===== config.mk =====
export PLATFORM = sky130hd
export DESIGN_NAME = fikl_ctrl
export DESIGN_NICKNAME = d
export VERILOG_FILES = /design/src/rtl/fikl_pkg.sv /design/src/rtl/fikl_ctrl.sv
export SDC_FILE = /design/constraint.sdc
export NUM_CORES = 1
export LEC_CHECK = 0
export ABC_AREA = 0
export BUFFER_PORTS_ARGS = -buffer_cell sky130_fd_sc_hd__buf_2
export CAP_MARGIN = 25
export CORE_AREA = 4 4 41 43
export DETAILED_ROUTE_END_ITERATION = 8
export DIE_AREA = 0 0 45 47
export HOLD_SLACK_MARGIN = 0.02
export PLACE_DENSITY = 0.66
export SLEW_MARGIN = 5
export SYNTH_ARGS = -nofsm -noshare
export SYNTH_HDL_FRONTEND = slang
export SYNTH_SLANG_ARGS = --single-unit

===== constraint.sdc =====
create_clock -name clk -period 1.3 [get_ports clk]
set_input_delay 0.065 -clock clk [delete_from_list [all_inputs] [get_ports clk]]
set_output_delay 0.065 -clock clk [all_outputs]
set_load 0.005 [all_outputs]

===== src/rtl/fikl_pkg.sv =====
// Package: shared types, constants and status codes for the key lookup core.
`timescale 1ns / 1ps
package fikl_pkg;
  localparam int MAX_ENTRIES = 1024;
  localparam int IDX_W = $clog2(MAX_ENTRIES);
  localparam int CNT_W = $clog2(MAX_ENTRIES + 1);
  localparam int BUCKETS = 256;
  localparam int BKT_W = 8;
  localparam int KEY_W = 256;

  localparam logic [1:0] CMD_CLEAR  = 2'd0;
  localparam logic [1:0] CMD_INSERT = 2'd1;
  localparam logic [1:0] CMD_LOOKUP = 2'd2;
  localparam logic [1:0] CMD_READ   = 2'd3;

  localparam logic [2:0] ST_OK       = 3'd0;
  localparam logic [2:0] ST_NOTFOUND = 3'd1;
  localparam logic [2:0] ST_DUP      = 3'd2;
  localparam logic [2:0] ST_ORDER    = 3'd3;
  localparam logic [2:0] ST_FULL     = 3'd4;
  localparam logic [2:0] ST_RANGE    = 3'd5;

  // controller to datapath
  typedef struct packed {
    logic load;       // capture input word
    logic clear;      // drop all entries
    logic rd_last;    // read entry count-1
    logic rd_bucket;  // read bucket bounds
    logic rd_mid;     // read midpoint of search window
    logic rd_idx;     // read requested index
    logic init_win;   // load search window from bucket bounds
    logic step_win;   // narrow window from comparison
    logic write;      // store new entry
    logic res_load;   // capture result
    logic [2:0] res_status;
    logic res_sel_mid;  // result index from midpoint
    logic res_sel_last; // result index from last entry
    logic res_sel_cnt;  // result index from entry count (insert)
    logic res_sel_idx;  // result index/key from read index
  } fikl_cmd_t;

  // datapath to controller
  typedef struct packed {
    logic [1:0] command;
    logic empty;
    logic full;
    logic cmp_eq;
    logic cmp_lt;
    logic bucket_used;
    logic win_empty;
    logic idx_range;
  } fikl_stat_t;
endpackage


===== src/rtl/fikl_ctrl.sv =====
// Controller: sequences clear, insert, lookup search and indexed read.
`timescale 1ns / 1ps
module fikl_ctrl (
  input  logic                  clk,
  input  logic                  rst,
  input  logic                  in_valid,
  output logic                  in_ready,
  output logic                  out_valid,
  input  logic                  out_ready,
  input  fikl_pkg::fikl_stat_t  stat,
  output fikl_pkg::fikl_cmd_t   cmd
);
  localparam logic [2:0] S_IDLE   = 3'd0;
  localparam logic [2:0] S_DEC    = 3'd1;
  localparam logic [2:0] S_INSCMP = 3'd2;
  localparam logic [2:0] S_BKT    = 3'd3;
  localparam logic [2:0] S_PROBE  = 3'd4;
  localparam logic [2:0] S_CMP    = 3'd5;
  localparam logic [2:0] S_RDDONE = 3'd6;
  localparam logic [2:0] S_OUT    = 3'd7;

  logic [2:0] state, state_next;

  assign in_ready = (state == S_IDLE);
  assign out_valid = (state == S_OUT);

  always_comb begin
    cmd = '0;
    state_next = state;
    case (state)
      S_IDLE: begin
        cmd.load = in_valid;
        if (in_valid) state_next = S_DEC;
      end
      S_DEC: begin
        state_next = S_OUT;
        cmd.res_load = 1'b1;
        case (stat.command)
          fikl_pkg::CMD_CLEAR: begin
            cmd.clear = 1'b1;
            cmd.res_status = fikl_pkg::ST_OK;
          end
          fikl_pkg::CMD_INSERT: begin
            if (stat.empty) begin
              cmd.write = 1'b1;
              cmd.res_status = fikl_pkg::ST_OK;
              cmd.res_sel_cnt = 1'b1;
            end else begin
              cmd.res_load = 1'b0;
              cmd.rd_last = 1'b1;
              state_next = S_INSCMP;
            end
          end
          fikl_pkg::CMD_LOOKUP: begin
            if (!stat.bucket_used) begin
              cmd.res_status = fikl_pkg::ST_NOTFOUND;
            end else begin
              cmd.res_load = 1'b0;
              cmd.rd_bucket = 1'b1;
              state_next = S_BKT;
            end
          end
          default: begin
            if (stat.idx_range) begin
              cmd.res_status = fikl_pkg::ST_RANGE;
            end else begin
              cmd.res_load = 1'b0;
              cmd.rd_idx = 1'b1;
              state_next = S_RDDONE;
            end
          end
        endcase
      end
      S_INSCMP: begin
        cmd.res_load = 1'b1;
        state_next = S_OUT;
        if (stat.cmp_eq) begin
          cmd.res_status = fikl_pkg::ST_DUP;
          cmd.res_sel_last = 1'b1;
        end else if (stat.cmp_lt) begin
          cmd.res_status = fikl_pkg::ST_ORDER;
        end else if (stat.full) begin
          cmd.res_status = fikl_pkg::ST_FULL;
        end else begin
          cmd.write = 1'b1;
          cmd.res_status = fikl_pkg::ST_OK;
          cmd.res_sel_cnt = 1'b1;
        end
      end
      S_BKT: begin
        cmd.init_win = 1'b1;
        state_next = S_PROBE;
      end
      S_PROBE: begin
        if (stat.win_empty) begin
          cmd.res_load = 1'b1;
          cmd.res_status = fikl_pkg::ST_NOTFOUND;
          state_next = S_OUT;
        end else begin
          cmd.rd_mid = 1'b1;
          state_next = S_CMP;
        end
      end
      S_CMP: begin
        if (stat.cmp_eq) begin
          cmd.res_load = 1'b1;
          cmd.res_status = fikl_pkg::ST_OK;
          cmd.res_sel_mid = 1'b1;
          state_next = S_OUT;
        end else begin
          cmd.step_win = 1'b1;
          state_next = S_PROBE;
        end
      end
      S_RDDONE: begin
        cmd.res_load = 1'b1;
        cmd.res_status = fikl_pkg::ST_OK;
        cmd.res_sel_idx = 1'b1;
        state_next = S_OUT;
      end
      S_OUT: begin
        if (out_ready) state_next = S_IDLE;
      end
      default: state_next = S_IDLE;
    endcase
  end

  always_ff @(posedge clk) begin
    if (rst) state <= S_IDLE;
    else state <= state_next;
  end
endmodule

==> flow_summary.toml <==
[floorplanning]
coreArea_um2 = 1300
die_h_um = 47
pin_count = 32
die_area_um2 = 2120
initial_core_util_pct = 32.1
die_w_um = 45
rows = 13

[final_layout]
largest_registers = "state (3)"
fin_nets = 120
fin_area_um2 = 761
insertedDiodeCount = 0
top_register = "state"
drive_gt1_share_pct = 55.7
utilization_pct = 58.5
largest_reg_flops = 3
area_delta_synth_final_pct = 82.0

[detailed_routing]
avgViaCountPerCell = 4.98
dr.pass1.iters = 3
wl_per_cell_um = 11.6
wl_um = 1400
ant_nets = 0
num_vias = 603
initialDrtViolationCount = 9
route.detailed.drc = 0

[yosys]
synthFlopType = "dfxtp_1"
yosysWarnings = 0
synth_edf_count = 0
synth_cells = 63
synth_cell_types = 29
yosys.area.top_type = "dfxtp_1"
yosysSeqAreaShare_pct = 14.4
yosysMostFrequentCell = "nor2_1"
synth_top_cell_area_share_pct = 14.4
synthesis.area_um2 = 418
ys_seq_elements = 3
synth_nets = 76
synth_common_cells = "nor2_1, nand2_1, a21oi_1"
syn_avg_cell_area_um2 = 6.63
synthTopCellsByArea = "dfxtp_1, nor2_1, nand2_1"
async_flop_share_pct = 0

[timing]
rsz0062_at_grt = "true"
finalHoldViolCount = 0
fin_ws_ns = -0.0492
min_period_over_period_pct = 104
max_freq_mhz = 741
setup_viol = 5
slew_violations = 0
relSlewSlack_pct = 77.0
min_period_ns = 1.35
fin_worst_skew_ns = 0.00124
worst_pin_slew_ns = 0.341
whs_ns = 0.192

[place]
dp_hpwl_um = 1010
gp_congestion = 0.756
place_ws_ns = 0.0457
dpl_cell_area_um2 = 604
port_buffers = 31

[setup_path]
r2r-end = "state[0]$_SDFFE_PP0P_"
cp.required_ns = 1.24
end_kind = "output port"
timing.rr.start = "state[0]$_SDFFE_PP0P_"
crit_path_max_fanout = 6
path_class = "flip-flop to output port"
start_kind = "flip-flop"
cp_data_arrival_time_ns = 1.28
reg2reg_depth = 6
rrSetupSlack_ns = 0

[pwr]
power_density_nw_per_um2 = 1400
p_leak_nw = 0.388
total_power_mw = 1.06
peakVddDrop_v = 0.000621

[outcome]
violations = "setup timing"
status = "complete, but fails checks"

[clock_network]
cts_root_buf = "clkbuf_4"
clk_path_buf_depth = 2
tritoncts = "yes"
clkLatencyLatePin_ns = 0.23
clock_sinks = 3
numCtsBuffers = 3
htree_levels = 1
path_clk_slew_ns = 0.04

[global_routing]
grt.total_usage_pct = 13.3
overflow = 0
grt_pass1_vias = 511
grt_pass1_wl_um = 2050
antenna_found_initial = 0
grt_max_degree = 11

[hold_path]
hold_end = "state[2]$_SDFFE_PP0P_"
min_path_type = "input pin to flip-flop"
hold_depth = 4
min-delay-start = "out_ready"

[flow_run]
maxCapViolCount = 0
repair_timing:
item                       4_1_cts  5_1_grt
hold endpoints to repair         3        0
setup buffers                    3        4
gates cloned                     0        0
pin swaps                        2        1
resized for setup                6       13
hold buffers                     1        0
setup endpoints to repair       15       14
logic make-up after synthesis:
kind of cell	count (synthesis)	share of synthesized area [%]
compound gates	16	27.2
buf+inv	8	10.5
flops	3	14.4
simple gates	36	47.9
routing by layer:
metal  vias to the layer above  track usage [%]  wire length [um]
met3                         0             2.68               117
li1                        317                -                 -
met2                        21             20.1               718
met4                         0             10.5                 0
met1                       265             16.5               563
met5                         -                0                 0
critical path: stages, from the launching register on:
cell	delay [ns]
dfxtp_4	0.37
nor3b_4	0.23
buf_4	0.15
nand2_1	0.04
o21ai_1	0.13
buf_2	0.13
stage by stage:
| step | std cells | TNS, ns |
|---|---|---|
| 3_3_place_gp | 109 | 0 |
| 3_5_place_dp | 109 | 0 |
| 6_report | 121 | -0.145 |
| 2_1_floorplan | 63 | 0 |
| 4_1_cts | 117 | -0.245 |
| 5_1_grt | 121 | -0.904 |
worst max-delay path by stage:
stage                          start     end  cells after the start
2_1_floorplan  state[1]$_SDFFE_PP0P_  cmd[8]                      5
3_3_place_gp   state[2]$_SDFFE_PP0P_  cmd[4]                      4
3_5_place_dp   state[0]$_SDFFE_PP0P_  cmd[4]                      4
4_1_cts        state[1]$_SDFFE_PP0P_  cmd[7]                      5
5_1_grt        state[0]$_SDFFE_PP0P_  cmd[4]                      4
6_report       state[0]$_SDFFE_PP0P_  cmd[7]                      5
power by group:
| group | internal [mW] | leakage (nW) | switching (mW) |
|---|---|---|---|
| clock network | 0.115 | 0.0150 | 0.0488 |
| logic | 0.369 | 0.346 | 0.327 |
| registers | 0.137 | 0.0267 | 0.0640 |
| total | 0.621 | 0.388 | 0.440 |
cells in the final DEF (no fill, tap or decap), types with 2 or more instances in the layout:
master,Yosys,final
a21oi_1,4,4
nor3b_2,0,2
inv_1,3,3
nand4_1,3,3
nand2b_1,2,2
buf_4,1,10
nand2_1,9,8
clkbuf_4,0,3
o21ai_1,3,3
dfxtp_4,0,3
buf_2,2,31
nor2_1,10,9
nor3_1,3,2
buf_6,1,2
o211ai_1,2,2
cell type report:
| class | count | area (um^2) |
|---|---|---|
| Fill cell | 133 | 541 |
| Tap cell | 15 | 18.8 |
| Sequential cell | 3 | 71.3 |
| Inverter | 3 | 11.3 |
| Timing Repair Buffer | 44 | 263 |
| Multi-Input combinational cell | 52 | 370 |
| Clock buffer | 4 | 26.3 |
Note: power is estimated with default switching activity, not from simulation.
